$ cat src/hdl/sls_pkg.sv
// shared types, constants and keyword table of the token scanner
`default_nettype none

package sls_pkg;

   localparam int POS_WIDTH    = 16;
   localparam int KW_MAX_LEN   = 6;
   localparam int KIND_WIDTH   = 6;
   localparam int PREFIX_WIDTH = 8 * KW_MAX_LEN;
   localparam int RESULTS_MAX  = 3;
   localparam int KW_COUNT     = 14;

   typedef logic [POS_WIDTH-1:0]    pos_type;
   typedef logic [KIND_WIDTH-1:0]   kind_type;
   typedef logic [PREFIX_WIDTH-1:0] prefix_type;

   localparam pos_type POS_MAX = '1;

   localparam kind_type K_OP_BASE  = 6'd10;
   localparam kind_type K_SLASH    = 6'd18;
   localparam kind_type K_STRING   = 6'd19;
   localparam kind_type K_NUMBER   = 6'd20;
   localparam kind_type K_IDENT    = 6'd21;
   localparam kind_type K_KEYWORD0 = 6'd22;
   localparam kind_type K_END      = 6'd36;
   localparam kind_type K_BADCHAR  = 6'd37;
   localparam kind_type K_UNTERM   = 6'd38;

   typedef enum logic [2:0] {
      MODE_IDLE,
      MODE_OP,
      MODE_SLASH,
      MODE_COMMENT,
      MODE_NUMBER,
      MODE_IDENT,
      MODE_STRING
   } mode_type;

   typedef struct packed {
      kind_type kind;
      pos_type  start;
      pos_type  length;
      pos_type  line;
      logic     last;
   } token_type;

   typedef struct packed {
      logic [1:0]                  count;
      token_type [RESULTS_MAX-1:0] slot;
   } result_set_type;

   typedef struct packed {
      logic     valid;
      kind_type kind;
      pos_type  start;
      pos_type  length;
   } held_type;

   // keyword text, right aligned, in the order of the keyword kinds
   function automatic prefix_type kw_text(input logic [3:0] idx);
      prefix_type r;
      r = '0;
      unique case (idx)
         4'd0:  r[31:0] = "true";
         4'd1:  r[39:0] = "false";
         4'd2:  r[23:0] = "var";
         4'd3:  r[31:0] = "func";
         4'd4:  r[15:0] = "if";
         4'd5:  r[31:0] = "else";
         4'd6:  r[23:0] = "for";
         4'd7:  r[39:0] = "while";
         4'd8:  r[31:0] = "this";
         4'd9:  r[23:0] = "nil";
         4'd10: r[15:0] = "or";
         4'd11: r[23:0] = "and";
         4'd12: r[39:0] = "print";
         4'd13: r[47:0] = "return";
         default: r = '0;
      endcase
      return r;
   endfunction

   function automatic logic [3:0] kw_len(input logic [3:0] idx);
      logic [3:0] r;
      unique case (idx)
         4'd0, 4'd3, 4'd5, 4'd8: r = 4'd4;
         4'd1, 4'd7, 4'd12:      r = 4'd5;
         4'd2, 4'd6, 4'd9, 4'd11: r = 4'd3;
         4'd4, 4'd10:            r = 4'd2;
         4'd13:                  r = 4'd6;
         default:                r = 4'd15;
      endcase
      return r;
   endfunction

   function automatic pos_type sat_inc(input pos_type v);
      return (v == POS_MAX) ? v : v + 1'b1;
   endfunction

endpackage

`default_nettype wire

$ cat src/hdl/sls_if.sv
// request and response channel interfaces of the token scanner
`default_nettype none

interface sls_req_if;
   logic       valid;
   logic       ready;
   logic [7:0] char_byte;
   logic       is_final;

   modport source (output valid, output char_byte, output is_final, input ready);
   modport sink   (input valid, input char_byte, input is_final, output ready);
endinterface

interface sls_rsp_if;
   import sls_pkg::*;
   logic     valid;
   logic     ready;
   kind_type token_kind;
   pos_type  start_offset;
   pos_type  token_length;
   pos_type  line_no;
   logic     run_last;

   modport source (output valid, output token_kind, output start_offset,
                   output token_length, output line_no, output run_last, input ready);
   modport sink   (input valid, input token_kind, input start_offset,
                   input token_length, input line_no, input run_last, output ready);
endinterface

`default_nettype wire

$ cat src/hdl/sls_step.sv
// scanner state registers and per-byte token decision logic
`default_nettype none

module sls_step import sls_pkg::*; (
   input  logic           clock,
   input  logic           reset,
   input  logic           fire,
   input  logic [7:0]     char_byte,
   input  logic           is_final,
   output result_set_type result_set
);

   localparam logic [7:0] CH_NUL   = 8'h00;
   localparam logic [7:0] CH_TAB   = 8'h09;
   localparam logic [7:0] CH_NL    = 8'h0A;
   localparam logic [7:0] CH_CR    = 8'h0D;
   localparam logic [7:0] CH_SP    = 8'h20;
   localparam logic [7:0] CH_BANG  = 8'h21;
   localparam logic [7:0] CH_QUOTE = 8'h22;
   localparam logic [7:0] CH_DOT   = 8'h2E;
   localparam logic [7:0] CH_SLASH = 8'h2F;
   localparam logic [7:0] CH_LT    = 8'h3C;
   localparam logic [7:0] CH_EQ    = 8'h3D;
   localparam logic [7:0] CH_GT    = 8'h3E;

   mode_type   mode_ff, mode_in;
   logic [1:0] op_ff, op_in;
   pos_type    start_ff, start_in;
   pos_type    len_ff, len_in;
   pos_type    pos_ff, pos_in;
   pos_type    line_ff, line_in;
   prefix_type prefix_ff, prefix_in;
   logic       halted_ff, halted_in;

   logic       is_digit, is_alpha;
   logic       punct_v;
   kind_type   punct_kind;

   function automatic kind_type ident_kind(input pos_type l, input prefix_type p);
      kind_type k;
      k = K_IDENT;
      for (int i = KW_COUNT - 1; i >= 0; i--) begin
         if (l == POS_WIDTH'(kw_len(4'(i))) && p == kw_text(4'(i))) begin
            k = K_KEYWORD0 + kind_type'(i);
         end
      end
      return k;
   endfunction

   function automatic held_type held_token(input mode_type m, input logic [1:0] op,
                                           input pos_type s, input pos_type l,
                                           input prefix_type p);
      held_type h;
      h.valid  = 1'b1;
      h.kind   = K_NUMBER;
      h.start  = s;
      h.length = l;
      unique case (m)
         MODE_OP: begin
            h.kind   = K_OP_BASE + kind_type'({op, 1'b0});
            h.length = pos_type'(1);
         end
         MODE_SLASH: begin
            h.kind   = K_SLASH;
            h.length = pos_type'(1);
         end
         MODE_NUMBER: h.kind = K_NUMBER;
         MODE_IDENT:  h.kind = ident_kind(l, p);
         MODE_STRING: h.kind = K_UNTERM;
         default:     h.valid = 1'b0;
      endcase
      return h;
   endfunction

   assign is_digit = (char_byte >= 8'h30) && (char_byte <= 8'h39);
   assign is_alpha = ((char_byte >= 8'h61) && (char_byte <= 8'h7A)) ||
                     ((char_byte >= 8'h41) && (char_byte <= 8'h5A));

   always_comb begin
      punct_v    = 1'b1;
      punct_kind = '0;
      unique case (char_byte)
         8'h28:   punct_kind = 6'd0;
         8'h29:   punct_kind = 6'd1;
         8'h7B:   punct_kind = 6'd2;
         8'h7D:   punct_kind = 6'd3;
         8'h2C:   punct_kind = 6'd4;
         8'h2E:   punct_kind = 6'd5;
         8'h2D:   punct_kind = 6'd6;
         8'h2B:   punct_kind = 6'd7;
         8'h3B:   punct_kind = 6'd8;
         8'h2A:   punct_kind = 6'd9;
         default: punct_v = 1'b0;
      endcase
   end

   always_comb begin
      logic       again;
      held_type   hp;
      held_type   hf;
      logic [1:0] n;
      token_type  t [4];
      logic       tv [4];

      mode_in   = mode_ff;
      op_in     = op_ff;
      start_in  = start_ff;
      len_in    = len_ff;
      line_in   = line_ff;
      prefix_in = prefix_ff;
      halted_in = halted_ff;
      again     = 1'b1;
      for (int j = 0; j < 4; j++) begin
         t[j]  = '0;
         tv[j] = 1'b0;
      end

      hp = held_token(mode_ff, op_ff, start_ff, len_ff, prefix_ff);

      if (!halted_ff) begin
         // slot 0: what the held token makes of this byte
         unique case (mode_ff)
            MODE_OP: begin
               if (char_byte == CH_EQ) begin
                  tv[0]       = 1'b1;
                  t[0].kind   = K_OP_BASE + kind_type'({op_ff, 1'b1});
                  t[0].start  = start_ff;
                  t[0].length = pos_type'(2);
                  mode_in     = MODE_IDLE;
                  again       = 1'b0;
               end else begin
                  tv[0]       = hp.valid;
                  t[0].kind   = hp.kind;
                  t[0].start  = hp.start;
                  t[0].length = hp.length;
                  mode_in     = MODE_IDLE;
               end
            end
            MODE_SLASH: begin
               if (char_byte == CH_SLASH) begin
                  mode_in = MODE_COMMENT;
                  again   = 1'b0;
               end else begin
                  tv[0]       = hp.valid;
                  t[0].kind   = hp.kind;
                  t[0].start  = hp.start;
                  t[0].length = hp.length;
                  mode_in     = MODE_IDLE;
               end
            end
            MODE_COMMENT: begin
               if (char_byte == CH_NL || char_byte == CH_NUL) begin
                  mode_in = MODE_IDLE;
               end else begin
                  again = 1'b0;
               end
            end
            MODE_NUMBER, MODE_IDENT: begin
               if (is_digit || (mode_ff == MODE_NUMBER ? char_byte == CH_DOT : is_alpha)) begin
                  if (len_ff < pos_type'(KW_MAX_LEN)) begin
                     prefix_in = {prefix_ff[PREFIX_WIDTH-9:0], char_byte};
                  end
                  len_in = sat_inc(len_ff);
                  again  = 1'b0;
               end else begin
                  tv[0]       = hp.valid;
                  t[0].kind   = hp.kind;
                  t[0].start  = hp.start;
                  t[0].length = hp.length;
                  mode_in     = MODE_IDLE;
               end
            end
            MODE_STRING: begin
               if (char_byte == CH_QUOTE) begin
                  tv[0]       = 1'b1;
                  t[0].kind   = K_STRING;
                  t[0].start  = start_ff;
                  t[0].length = len_ff;
                  mode_in     = MODE_IDLE;
               end else begin
                  len_in = sat_inc(len_ff);
                  if (char_byte == CH_NL) begin
                     line_in = sat_inc(line_ff);
                  end
               end
               again = 1'b0;
            end
            default: mode_in = MODE_IDLE;
         endcase

         // slot 1: the byte seen from idle
         if (again) begin
            if (punct_v) begin
               tv[1]       = 1'b1;
               t[1].kind   = punct_kind;
               t[1].start  = pos_ff;
               t[1].length = pos_type'(1);
            end else if (char_byte == CH_BANG || char_byte == CH_EQ ||
                         char_byte == CH_LT || char_byte == CH_GT) begin
               op_in     = (char_byte == CH_BANG) ? 2'd0 :
                           (char_byte == CH_EQ)   ? 2'd1 :
                           (char_byte == CH_LT)   ? 2'd2 : 2'd3;
               mode_in   = MODE_OP;
               start_in  = pos_ff;
               len_in    = '0;
               prefix_in = '0;
            end else if (char_byte == CH_SLASH) begin
               mode_in   = MODE_SLASH;
               start_in  = pos_ff;
               len_in    = '0;
               prefix_in = '0;
            end else if (char_byte == CH_SP || char_byte == CH_CR || char_byte == CH_TAB) begin
               mode_in = MODE_IDLE;
            end else if (char_byte == CH_NL) begin
               line_in = sat_inc(line_ff);
            end else if (char_byte == CH_NUL) begin
               tv[1]       = 1'b1;
               t[1].kind   = K_END;
               t[1].start  = pos_ff;
               t[1].length = '0;
            end else if (char_byte == CH_QUOTE) begin
               mode_in   = MODE_STRING;
               start_in  = sat_inc(pos_ff);
               len_in    = '0;
               prefix_in = '0;
            end else if (is_digit || is_alpha) begin
               mode_in   = is_digit ? MODE_NUMBER : MODE_IDENT;
               start_in  = pos_ff;
               len_in    = pos_type'(1);
               prefix_in = prefix_type'(char_byte);
            end else begin
               tv[1]       = 1'b1;
               t[1].kind   = K_BADCHAR;
               t[1].start  = pos_ff;
               t[1].length = pos_type'(1);
               halted_in   = 1'b1;
               mode_in     = MODE_IDLE;
            end
         end
      end

      t[0].line = line_ff;
      t[1].line = line_ff;
      pos_in    = sat_inc(pos_ff);

      // slots 2 and 3: flush and END at the last byte of a source
      hf = held_token(mode_in, op_in, start_in, len_in, prefix_in);
      if (is_final) begin
         tv[2]       = hf.valid && !halted_in;
         t[2].kind   = hf.kind;
         t[2].start  = hf.start;
         t[2].length = hf.length;
         t[2].line   = line_in;
         tv[3]       = 1'b1;
         t[3].kind   = K_END;
         t[3].start  = pos_in;
         t[3].length = '0;
         t[3].line   = line_in;
         mode_in     = MODE_IDLE;
         op_in       = '0;
         start_in    = '0;
         len_in      = '0;
         pos_in      = '0;
         line_in     = pos_type'(1);
         prefix_in   = '0;
         halted_in   = 1'b0;
      end

      // pack the live slots in order, mark the last one
      result_set = '0;
      n = '0;
      for (int j = 0; j < 4; j++) begin
         if (tv[j] && n != 2'd3) begin
            result_set.slot[n] = t[j];
            n = n + 1'b1;
         end
      end
      if (n != 2'd0) begin
         result_set.slot[n - 1'b1].last = 1'b1;
      end
      result_set.count = n;
   end

   always_ff @(posedge clock) begin
      if (reset) begin
         mode_ff   <= MODE_IDLE;
         op_ff     <= '0;
         start_ff  <= '0;
         len_ff    <= '0;
         pos_ff    <= '0;
         line_ff   <= pos_type'(1);
         prefix_ff <= '0;
         halted_ff <= 1'b0;
      end else if (fire) begin
         mode_ff   <= mode_in;
         op_ff     <= op_in;
         start_ff  <= start_in;
         len_ff    <= len_in;
         pos_ff    <= pos_in;
         line_ff   <= line_in;
         prefix_ff <= prefix_in;
         halted_ff <= halted_in;
      end
   end

endmodule

`default_nettype wire

$ cat src/hdl/sls_outq.sv
// three-deep result register that hands tokens out one per cycle while the response side is ready
`default_nettype none

module sls_outq import sls_pkg::*; (
   input  logic           clock,
   input  logic           reset,
   input  logic           load,
   input  result_set_type set_in,
   input  logic           pop,
   output token_type      head,
   output logic [1:0]     count
);

   token_type [RESULTS_MAX-1:0] slot_ff, slot_in;
   logic [1:0]                  count_ff, count_in;

   always_comb begin
      slot_in  = slot_ff;
      count_in = count_ff;
      if (load) begin
         slot_in  = set_in.slot;
         count_in = set_in.count;
      end else if (pop && count_ff != 2'd0) begin
         for (int i = 0; i < RESULTS_MAX - 1; i++) begin
            slot_in[i] = slot_ff[i + 1];
         end
         count_in = count_ff - 1'b1;
      end
   end

   always_ff @(posedge clock) begin
      slot_ff <= slot_in;
      if (reset) begin
         count_ff <= '0;
      end else begin
         count_ff <= count_in;
      end
   end

   assign head  = slot_ff[0];
   assign count = count_ff;

endmodule

`default_nettype wire

$ cat src/hdl/script_lexer_token_scanner_core.sv
// top level of the streaming token scanner
// order: the first token of a request shows on the response side in the cycle after acceptance
// throughput: one request per cycle while each gives at most one token and the response side
//   is ready; a request that gives more tokens holds off the next one until the three-deep result
//   register is down to one token that is being taken; it drains one token per cycle while ready
// reset: synchronous, scanner back to idle at line 1 and offset 0, result register empty
`default_nettype none

module script_lexer_token_scanner_core import sls_pkg::*; (
   input  logic             clock,
   input  logic             reset,
   sls_req_if.sink          req_chan,
   sls_rsp_if.source        rsp_chan
);

   logic           req_fire;
   logic           rsp_fire;
   result_set_type result_set;
   token_type      head;
   logic [1:0]     count;

   // a request moves when both sides of the handshake agree
   assign req_fire = req_chan.valid && req_chan.ready;
   assign rsp_fire = rsp_chan.valid && rsp_chan.ready;

   // take a new request whenever the result register will be empty after this cycle,
   // so a lone waiting token does not stall the byte stream
   assign req_chan.ready = (count == 2'd0) || (count == 2'd1 && rsp_chan.ready);

   // byte classification, held-token state and per-byte token selection
   sls_step u_step (
      .clock      (clock),
      .reset      (reset),
      .fire       (req_fire),
      .char_byte  (req_chan.char_byte),
      .is_final   (req_chan.is_final),
      .result_set (result_set)
   );

   // up to three tokens per byte, held until the response side takes them
   sls_outq u_outq (
      .clock  (clock),
      .reset  (reset),
      .load   (req_fire),
      .set_in (result_set),
      .pop    (rsp_fire),
      .head   (head),
      .count  (count)
   );

   // response side shows the oldest waiting token
   assign rsp_chan.valid        = (count != 2'd0);
   assign rsp_chan.token_kind   = head.kind;
   assign rsp_chan.start_offset = head.start;
   assign rsp_chan.token_length = head.length;
   assign rsp_chan.line_no      = head.line;
   assign rsp_chan.run_last     = head.last;

endmodule

`default_nettype wire

$ cat src/flat_wrapper.sv
// flat-port wrapper written by rule: the top's interface ports become plain ports
module script_lexer_token_scanner_core_flat import sls_pkg::*;
  (clock, reset, req_chan_valid, req_chan_char_byte, req_chan_is_final, req_chan_ready, rsp_chan_valid, rsp_chan_token_kind, rsp_chan_start_offset, rsp_chan_token_length, rsp_chan_line_no, rsp_chan_run_last, rsp_chan_ready);
  sls_req_if req_chan_i ();
  sls_rsp_if rsp_chan_i ();
  input  logic clock;
  input  logic reset;
  input wire logic [$bits(req_chan_i.valid)-1:0] req_chan_valid;
  input wire logic [$bits(req_chan_i.char_byte)-1:0] req_chan_char_byte;
  input wire logic [$bits(req_chan_i.is_final)-1:0] req_chan_is_final;
  output wire logic [$bits(req_chan_i.ready)-1:0] req_chan_ready;
  output wire logic [$bits(rsp_chan_i.valid)-1:0] rsp_chan_valid;
  output wire logic [$bits(rsp_chan_i.token_kind)-1:0] rsp_chan_token_kind;
  output wire logic [$bits(rsp_chan_i.start_offset)-1:0] rsp_chan_start_offset;
  output wire logic [$bits(rsp_chan_i.token_length)-1:0] rsp_chan_token_length;
  output wire logic [$bits(rsp_chan_i.line_no)-1:0] rsp_chan_line_no;
  output wire logic [$bits(rsp_chan_i.run_last)-1:0] rsp_chan_run_last;
  input wire logic [$bits(rsp_chan_i.ready)-1:0] rsp_chan_ready;
  assign req_chan_i.valid = req_chan_valid;
  assign req_chan_i.char_byte = req_chan_char_byte;
  assign req_chan_i.is_final = req_chan_is_final;
  assign req_chan_ready = req_chan_i.ready;
  assign rsp_chan_valid = rsp_chan_i.valid;
  assign rsp_chan_token_kind = rsp_chan_i.token_kind;
  assign rsp_chan_start_offset = rsp_chan_i.start_offset;
  assign rsp_chan_token_length = rsp_chan_i.token_length;
  assign rsp_chan_line_no = rsp_chan_i.line_no;
  assign rsp_chan_run_last = rsp_chan_i.run_last;
  assign rsp_chan_i.ready = rsp_chan_ready;
  script_lexer_token_scanner_core u_core (.clock(clock), .reset(reset), .req_chan(req_chan_i), .rsp_chan(rsp_chan_i));
endmodule
$ cat config.mk
export PLATFORM = sky130hd
export DESIGN_NAME = script_lexer_token_scanner_core_flat
export DESIGN_NICKNAME = d
export VERILOG_FILES = /design/src/hdl/sls_pkg.sv /design/src/hdl/sls_if.sv /design/src/hdl/sls_step.sv /design/src/hdl/sls_outq.sv /design/src/hdl/script_lexer_token_scanner_core.sv /design/src/flat_wrapper.sv
export SDC_FILE = /design/constraint.sdc
export NUM_CORES = 1
export LEC_CHECK = 0
export ABC_CLOCK_PERIOD_IN_PS = 8540
export BUFFER_PORTS_ARGS = -buffer_cell sky130_fd_sc_hd__buf_2
export CORE_MARGIN = 10
export CORE_UTILIZATION = 60
export DETAILED_ROUTE_END_ITERATION = 10
export PLACE_DENSITY = 0.78
export SLEW_MARGIN = 20
export SYNTH_ARGS = -nofsm -noshare
export SYNTH_HDL_FRONTEND = slang
export SYNTH_SLANG_ARGS = --single-unit
$ cat constraint.sdc
create_clock -name clock -period 8.54 [get_ports clock]
set_input_delay 1.281 -clock clock [delete_from_list [all_inputs] [get_ports clock]]
set_output_delay 1.281 -clock clock [all_outputs]
set_load 0.05 [all_outputs]
# Word level (Yosys, flattened, before mapping)
# Cells that the tools add are included.
[word_totals] ff_bits=285 latch_bits=0 ram_bits=0 mem_bits_ro=0 in_bits=13 output_inout_bits=57 wordCells=427 memories=0
[op_classes] add_sub_neg=11 n_mul=0 div_mod_pow=0 n_lt_le_gt_ge=15 eq_ne=76 n_shift=0 n_mux=236 n_bitwise=0 reduce_logical=65
[ops] operator="48-bit == test" n=28
[ops] operator="48-bit two-way mux" n=16
[ops] operator="16-bit two-way mux" n=47
[ops] operator="165-bit bitwise mux" n=4
[ops] operator="165-bit two-way mux" n=4
[ops] operator="38-bit two-way mux" n=14
[ops] operator="55-bit demux with 2-bit select" n=4
[ops] operator="32-bit two-way mux" n=10
[ops] operator="24-bit two-way mux" n=10
[ops] operator="40-bit two-way mux" n=6
[ops] operator="110-bit two-way mux" n=2
[ops] operator="55-bit two-way mux" n=4
[ops] operator="6-bit two-way mux" n=28
[ops] operator="16-bit by 4-bit == test with 1-bit output" n=10
[ops] operator="38-bit one-hot mux with 4 select lines" n=1
[ops] operator="8-bit by 6-bit == test with 1-bit output (second input constant)" n=15
[ops] operator="54-bit two-way mux" n=2
[ops] operator="16-bit by 1-bit adder with 16-bit output (second input constant)" n=3
[ops] operator="16-bit == test (second input constant)" n=3
[ops] operator="1-bit logical AND" n=43
[ops] operator="3-bit two-way mux" n=14
[ops] operator="4-bit two-way mux" n=10
[ops] operator="37-bit two-way mux" n=1
[ops] operator="4-bit one-hot mux with 9 select lines" n=1
[ops] operator="35 further kinds" n=123

# Depth between registers and ports, before layout
# Gate-level depths: netlist of the first run.
[depth] word_depth=42 ltp_mapped=25 depth_no_buf=20

# Hierarchy
# From an unflattened synthesis of the first run, not the netlist that was laid out.
[unflattened] hier_cells=2312 area_unflattened_um2=19703.9
[by_module_without_submodules] mod="sls_step" instances=1 cells_per_inst=1949 area_per_inst_um2=12562.0 seq_area_each_um2=2362.3
[by_module_without_submodules] mod="sls_outq" instances=1 cells_per_inst=358 area_per_inst_um2=7106.8 seq_area_each_um2=4994.8
[by_module_without_submodules] mod="script_lexer_token_scanner_core" instances=1 cells_per_inst=5 area_per_inst_um2=35.0 seq_area_each_um2=0.0

# Least setup slack after synthesis of the first run
# No wires, ideal clock.
[synth_path] path_kind="input -> register" from="input port req_chan_char_byte[4]" to="register u_core.u_outq.slot_ff (netlist bit u_core.u_outq.head[48]) (data pin)" setup_ns=0.262 arrival_ns=6.829 required_ns=8.278 slack_ns=1.449 path_stages=23 path_buffers=7 cell_sequence="buf_2 > or4b_1 > clkbuf_1 > or3_1 > clkbuf_1 > a22o_1 > a221oi_1 > inv_1 > clkbuf_1 > buf_1 > ha_1 > a2111o_1 > a21oi_2 > xnor2_1 > inv_1 > ha_1 > nor2_1 > and2_0 > clkbuf_1 > clkbuf_1 > a211oi_1 > o21ai_0 > nand2_1"
[synth_rtl] element="start, declared" line="flat_wrapper.sv:9" rtl="input wire logic [$bits(req_chan_i.char_byte)-1:0] req_chan_char_byte;"
[synth_rtl] element="end signal, assigned" line="sls_outq.sv:32" rtl="slot_ff <= slot_in;"
[synth_rtl] element="end, declared" line="sls_outq.sv:14" rtl="token_type [RESULTS_MAX-1:0] slot_ff, slot_in;"

==> results of run 1 <==
[worst min-delay path: cells and delay by family (launching register included)]
kind	cells	cell delay [ns]
simple gates	1	0.08
flops	1	0.32
compound gates	1	0.08
[registers in the layout, indices dropped and copies added (netlist names)]
register / cells
u_core.u_outq.count: 2
u_core.u_outq.head: 55
u_core.u_outq.slot_ff: 110
u_core.u_step.halted_ff: 1
u_core.u_step.len_ff: 16
u_core.u_step.line_ff: 16
u_core.u_step.mode_ff: 3
u_core.u_step.op_ff: 2
u_core.u_step.pos_ff: 16
u_core.u_step.prefix_ff: 48
u_core.u_step.start_ff: 16
[power by group through the flow]
stage	clock [µW]	sequential (µW)	combinational, µW
final	1310	2060	2220
after CTS	1320	2070	2180
after floorplan	0	2050	1740
after detailed placement	0	2090	2170
after global placement	0	2080	2120
after global routing	1370	2090	2360
[cell usage in the layout (no fill, tap or decap), types with 8 or more instances in the layout]
cell type,synthesis,layout
a211oi_1,28,27
a21oi_1,145,144
a22o_1,17,17
a22oi_1,88,88
a31oi_1,36,36
and2_1,11,11
and3_1,42,42
and4_1,8,8
buf_2,15,68
buf_4,54,50
clkbuf_16,0,31
clkinv_1,1,8
dfxtp_1,120,120
edfxtp_1,165,165
ha_1,19,19
inv_1,25,25
mux2i_1,19,19
nand2_1,242,240
nand2b_1,21,21
nand3_1,118,118
nand3b_1,16,16
nand4_1,39,39
nand4b_1,11,11
nor2_1,339,335
nor2b_1,13,13
nor3_1,67,65
nor3b_1,8,8
nor4_1,49,49
o211ai_1,19,19
o21ai_0,187,187
o221ai_1,9,9
o22ai_1,16,16
o31ai_1,22,22
or2_2,11,11
or3_1,35,35
or4_1,21,21
xnor2_1,14,14
xor2_1,16,16
[cells by family (layout without fill, tap and decap cells)]
kind of cell,count (synthesis),count (layout)
compound gates,686,686
buf+inv,286,202
mux,25,25
simple gates,1089,1089
fa+ha+maj,19,19
xor+xnor,30,30
flops,285,285
[final timing paths]
kind,from,cells after the start,slack [ns],to
setup / recovery,req_chan_char_byte[2],17,1.40,u_core.u_outq.slot_ff[131]$_DFFE_PP_
hold / removal,u_core.u_step.prefix_ff[42]$_SDFFE_PP0P_,2,0.51,u_core.u_step.prefix_ff[42]$_SDFFE_PP0P_
setup reg to reg,u_core.u_step.mode_ff[0]$_SDFFE_PP0P_,16,1.90,u_core.u_outq.slot_ff[131]$_DFFE_PP_
hold reg to reg,u_core.u_step.prefix_ff[42]$_SDFFE_PP0P_,2,0.51,u_core.u_step.prefix_ff[42]$_SDFFE_PP0P_
[through the flow]
stage	std cells	instance area, µm²	hold WS (ns)	setup WS (ns)	utilization
after floorplan	2420	19300	0.470	1.45	-
after global placement	2680	19400	0.488	1.28	0.612
after detailed placement	2680	19400	0.496	1.10	0.612
after CTS	2738	20400	0.510	1.66	0.643
after global routing	2738	20400	0.525	1.13	0.643
final	2738	20400	0.508	1.40	0.643
[layer usage]
| layer | track usage | vias to the layer above | share of wire |
|---|---|---|---|
| li1 | - | 8761 | - |
| met5 | 0 | - | 0 |
| met1 | 0.443 | 9106 | 0.40 |
| met4 | 0.165 | 0 | 0.050 |
| met3 | 0.0643 | 245 | 0.12 |
| met2 | 0.477 | 1367 | 0.43 |
[cell type report]
type                       instances  area [µm²]  share of cell area
clock buffer                      40         830              0.0407
tap                              402         503              0.0247
clock inverter                    18         144             0.00706
timing repair buffer             118         716              0.0351
inverter                          26        98.8             0.00485
sequential                       285        7360               0.361
multi-input combinational       1849       10700               0.527
==> flow_summary.toml, run 1 <==
[route]
routed_wl_um = 66400
drtAntennaViolNets = 0
drcViolationCount = 0
drt-pass1-iter-count = 9
vias = 19500
viasPerCell = 7.11
drtIter0Drc = 3063
wl_per_cell_um = 24.3

[pwr]
p_leak_uw = 0.00679
internal_power_uw = 3180
power_density_nw_per_um2 = 275
ir_worst_vdd_mv = 0.393
clkPwrFrac = 0.234
p_seq_frac = 0.369
switchingPower_uw = 2430
pwr-share-comb = 0.397
p_total_uw = 5600
switching_share = 0.433

[global_routing]
grt-ovfl-total = 0
grt_pass1_wl_um = 103000
grt.total_usage = 0.324
antenna_found_initial = 0
grt_max_degree = 107
grt_pass1_vias = 18000

[timing]
slew_violations = 0
fin_skew_ns = 0.0255
fin_crit_sh = 0.836
tns_ns = 0
setup_viol = 0
fmax_mhz = 140
rsz0062_at_grt = "no"
finalHoldViolCount = 0
period_minus_slack_ns = 7.14
worst_pin_slew_ns = 1.21
slew_headroom = 0.190

[setup_path]
worstSetupStartpointType = "input pin"
path_buf_inv = 3
cp_slowest_stage_delay_ns = 0.83
crit_family = "simple AND/OR/NAND/NOR gates"
crit_type = "input pin to flop"
cp_data_required_time_ns = 8.83
path_max_fanout = 20
end_kind = "flop"
cp_cell_sequence = "buf_2, or4_4, o221a_4, a2111oi_4, nor3_1, nor3_2, inv_1, ha_1, a2111o_1, a21oi_2, xnor2_1, inv_1, ha_1, nor2_1, nand2_1, nand3_1, nor2_1"
critPathSlowestCell = "nand3_1"
crit_arrival_ns = 7.43

[clock_tree]
hold_buffers = 0
cts_resized = 0
clkTransAtPathRegs_ns = 0.06
clock_latency_ns = 0.59
clk_path_buf_depth = 3
cts.sinks = 285
cts_tree = "yes"
cts_root_buffer = "clkbuf_16"
cts_buffers = 31
h-tree-depth = 1
post_cts_buffers = 0

[cells_and_area]
drive_above_1_share = 0.0967
syn2layout_area_growth_pct = 5.40
antenna_cells = 0
fillCellCount = 2722
nets = 2343

[die]
initial_core_util = 0.610
die_w_um = 200
pin_count = 70
die_h_um = 200
dieArea_um2 = 39800
rows = 65
core-area_um2 = 31700

[synth]
synthTopCellsByCount = "nor2_1, nand2_1, o21ai_0"
avgSynthCellArea_um2 = 7.99
synth_compound_area_frac = 0.235
synth_xor_area_frac = 0.0136
ys_async_sr_fraction = 0
ys_types = 101
seq_area_frac_synth = 0.380
synth_top_family_by_area = "simple AND/OR/NAND/NOR gates"
synthCells = 2420
syn_area_um2 = 19300
synthAdderAreaFrac = 0.0123
synth_flop_cell = "edfxtp_1"
synth_largest_area_cell = "edfxtp_1"
ys_seq_elements = 285
synth.area.top_cells = "edfxtp_1, dfxtp_1, nor2_1"
synth-edff-count = 165
yosysMostFrequentCell = "nor2_1"
synth.top_cell.area_share = 0.256
syn_nets = 2452
yosysWarnings = 0
synth_mux_area_frac = 0.0133
yosys.area_share.simple = 0.278

[placed_design]
numPortBuffers = 69
hpwl_um = 45700
gp_congestion = 1.07

[status]
status = "finished, final reports clean"

[min_path]
hp-class = "flop to flop"

[job]
maxCapViolCount = 0
(Power assumes the default switching activity.)
==> inputs of run 2 (changes only) <==
--- a/config.mk
+++ b/config.mk
@@ -5,12 +5,12 @@
 export SDC_FILE = /design/constraint.sdc
 export NUM_CORES = 1
 export LEC_CHECK = 0
-export ABC_CLOCK_PERIOD_IN_PS = 8540
+export ABC_CLOCK_PERIOD_IN_PS = 6300
 export BUFFER_PORTS_ARGS = -buffer_cell sky130_fd_sc_hd__buf_2
 export CORE_MARGIN = 10
-export CORE_UTILIZATION = 60
+export CORE_UTILIZATION = 57
 export DETAILED_ROUTE_END_ITERATION = 10
-export PLACE_DENSITY = 0.78
+export PLACE_DENSITY = 0.77
 export SLEW_MARGIN = 20
 export SYNTH_ARGS = -nofsm -noshare
 export SYNTH_HDL_FRONTEND = slang
==> constraint.sdc (replaced) <==
create_clock -name clock -period 6.3 [get_ports clock]
set_input_delay 0.945 -clock clock [delete_from_list [all_inputs] [get_ports clock]]
set_output_delay 0.945 -clock clock [all_outputs]
set_load 0.05 [all_outputs]
==> run 2 against run 1 <==
Clock skew grew 0.0085 ns. Total power grew 39%. Final cell count grew 4.4%. First-iteration DRC count shrank 13%. Utilization shrank 1.4 points. Via count grew 2.6%. Cell area grew 3.4%. Sequential share of layout area shrank 1.2 points. Critical path depth grew 1. Non-clock buffer count grew 73. Wire length grew 6.3%.
==> flow_summary.toml, run 2 (same netlist as run 1, synthesis figures left out) <==
[timing]
fin_crit_sh = 0.927
finalHoldViolCount = 0
tns_ns = 0
fmax_mhz = 171
slew_violations = 0
rsz0062_at_grt = "no"
setup_viol = 0
period_minus_slack_ns = 5.84
fin_hold_ws_ns = 0.504
worst_pin_slew_ns = 1.21
fin_skew_ns = 0.0340
slew_headroom = 0.184

[pwr]
ir_worst_vdd_mv = 0.495
internal_power_uw = 4430
p_leak_uw = 0.00718
pwr-share-comb = 0.405
clkPwrFrac = 0.235
switchingPower_uw = 3360
p_seq_frac = 0.360
power_density_nw_per_um2 = 369
p_total_uw = 7780
switching_share = 0.431

[setup_path]
rr_startpoint = "u_core.u_step.mode_ff[0]$_SDFFE_PP0P_"
worstSetupStartpointType = "flop"
reg2regPathDepth = 18
path_max_fanout = 17
crit_type = "flop to flop"
crit_arrival_ns = 6.11
end_kind = "flop"
cp_data_required_time_ns = 6.57
reg2reg_to = "u_core.u_outq.head[10]$_DFFE_PP_"
r2r_slack_ns = 0.46

[clock_tree]
clock_latency_ns = 0.60
cts_buffers = 31
h-tree-depth = 1
cts_resized = 0
cts.sinks = 285
clkTransAtPathRegs_ns = 0.06
cts_tree = "yes"
clk_path_buf_depth = 3
hold_buffers = 0
cts_root_buffer = "clkbuf_16"
post_cts_buffers = 0

[die]
pin_count = 70
rows = 67
initial_core_util = 0.577
dieArea_um2 = 41700
die_h_um = 204
die_w_um = 204
core-area_um2 = 33500

[global_routing]
grt_max_degree = 112
grt_pass1_wl_um = 109000
grt.total_usage = 0.327
grt_pass1_vias = 18600
grt_use_met1 = 0.455
grtUsageMet3 = 0.0529
grt-ovfl-total = 0
antenna_found_initial = 0
busiest_layer = "met2"
met2_usage = 0.495

[route]
drt-pass1-iter-count = 8
routed_wl_um = 70600
wl_per_cell_um = 24.7
viasPerCell = 6.99
drcViolationCount = 0
drtIter0Drc = 2665
vias = 20000
drtAntennaViolNets = 0

[min_path]
hold_depth = 2
hold_start = "u_core.u_step.prefix_ff[47]$_SDFFE_PP0P_"
min_to = "u_core.u_step.prefix_ff[47]$_SDFFE_PP0P_"
hp-class = "flop to flop"

[cells_and_area]
largest_reg_flops = 110
fin_area_um2 = 21100
final_cell_mix = "nor2_1, nand2_1, o21ai_0"
utilization = 0.628
final_common_cell = "nor2_1"
regMostFlops = "u_core.u_outq.slot_ff"
drive_above_1_share = 0.126
multi_input_area_um2 = 10700
syn2layout_area_growth_pct = 8.94
nets = 2416
ff_latch_area_um2 = 7360
fillCellCount = 2909

[status]
status = "finished, final reports clean"

[placed_design]
hpwl_um = 49500
gp_congestion = 1.01
placed_cell_area_um2 = 20100
numPortBuffers = 69

[job]
maxCapViolCount = 0
[run 2: final cells by class]
cell class                      instances  share of cell area
Inverter                               26             0.00469
Clock inverter                         20             0.00766
Clock buffer                           38              0.0400
Multi-Input combinational cell       1849               0.510
Sequential cell                       285               0.349
Timing Repair Buffer                  191              0.0618
Tap cell                              448              0.0266
Antenna cell                            1            0.000119
[run 2: worst max-delay path by stage]
stage                                     startpoint                                    to  slack, ns
2_1_floorplan                  req_chan_char_byte[4]  u_core.u_outq.slot_ff[147]$_DFFE_PP_       0.01
3_5_place_dp                   req_chan_char_byte[2]       u_core.u_outq.head[1]$_DFFE_PP_       0.13
6_report       u_core.u_step.mode_ff[0]$_SDFFE_PP0P_      u_core.u_outq.head[10]$_DFFE_PP_       0.46
4_1_cts        u_core.u_step.mode_ff[0]$_SDFFE_PP0P_      u_core.u_outq.head[39]$_DFFE_PP_       0.56
5_1_grt                        req_chan_char_byte[2]      u_core.u_outq.head[10]$_DFFE_PP_       0.27
3_3_place_gp                   req_chan_char_byte[2]       u_core.u_outq.head[1]$_DFFE_PP_       0.35
[run 2: power groups by stage]
stage	combinational [µW]	sequential [µW]	clock, µW
floorplan	2380	2780	0
global placement	3020	2830	0
detailed placement	3080	2840	0
CTS	3100	2810	1830
global route	3340	2840	1910
finish	3150	2800	1830
[run 2: worst max-delay path, stage by stage, from the launching register on]
cell and delay [ns]:
dfxtp_1 0.75, or3b_2 0.57, nand4_1 0.22, o311a_4 0.28
nor3_1 0.09, nor3_2 0.40, inv_1 0.12, ha_1 0.41
a2111o_1 0.50, a21oi_4 0.25, xnor2_2 0.21, inv_1 0.14
ha_1 0.25, nor2_4 0.16, and2_0 0.45, a211oi_2 0.14
buf_4 0.22, a21oi_1 0.21, o21ai_0 0.14
[run 2: layer usage]
layer	vias to the layer above	wire length, µm
li1	8911	-
met1	9521	28500
met2	1349	31200
met3	209	8000
met4	0	2890
met5	-	0
[run 2: per-stage QoR]
stage / cells / worst slack, ns
after floorplan: 2420 / 0.0118
after global placement: 2799 / 0.345
after detailed placement: 2799 / 0.129
after CTS: 2857 / 0.563
after global routing: 2857 / 0.275
final: 2858 / 0.462
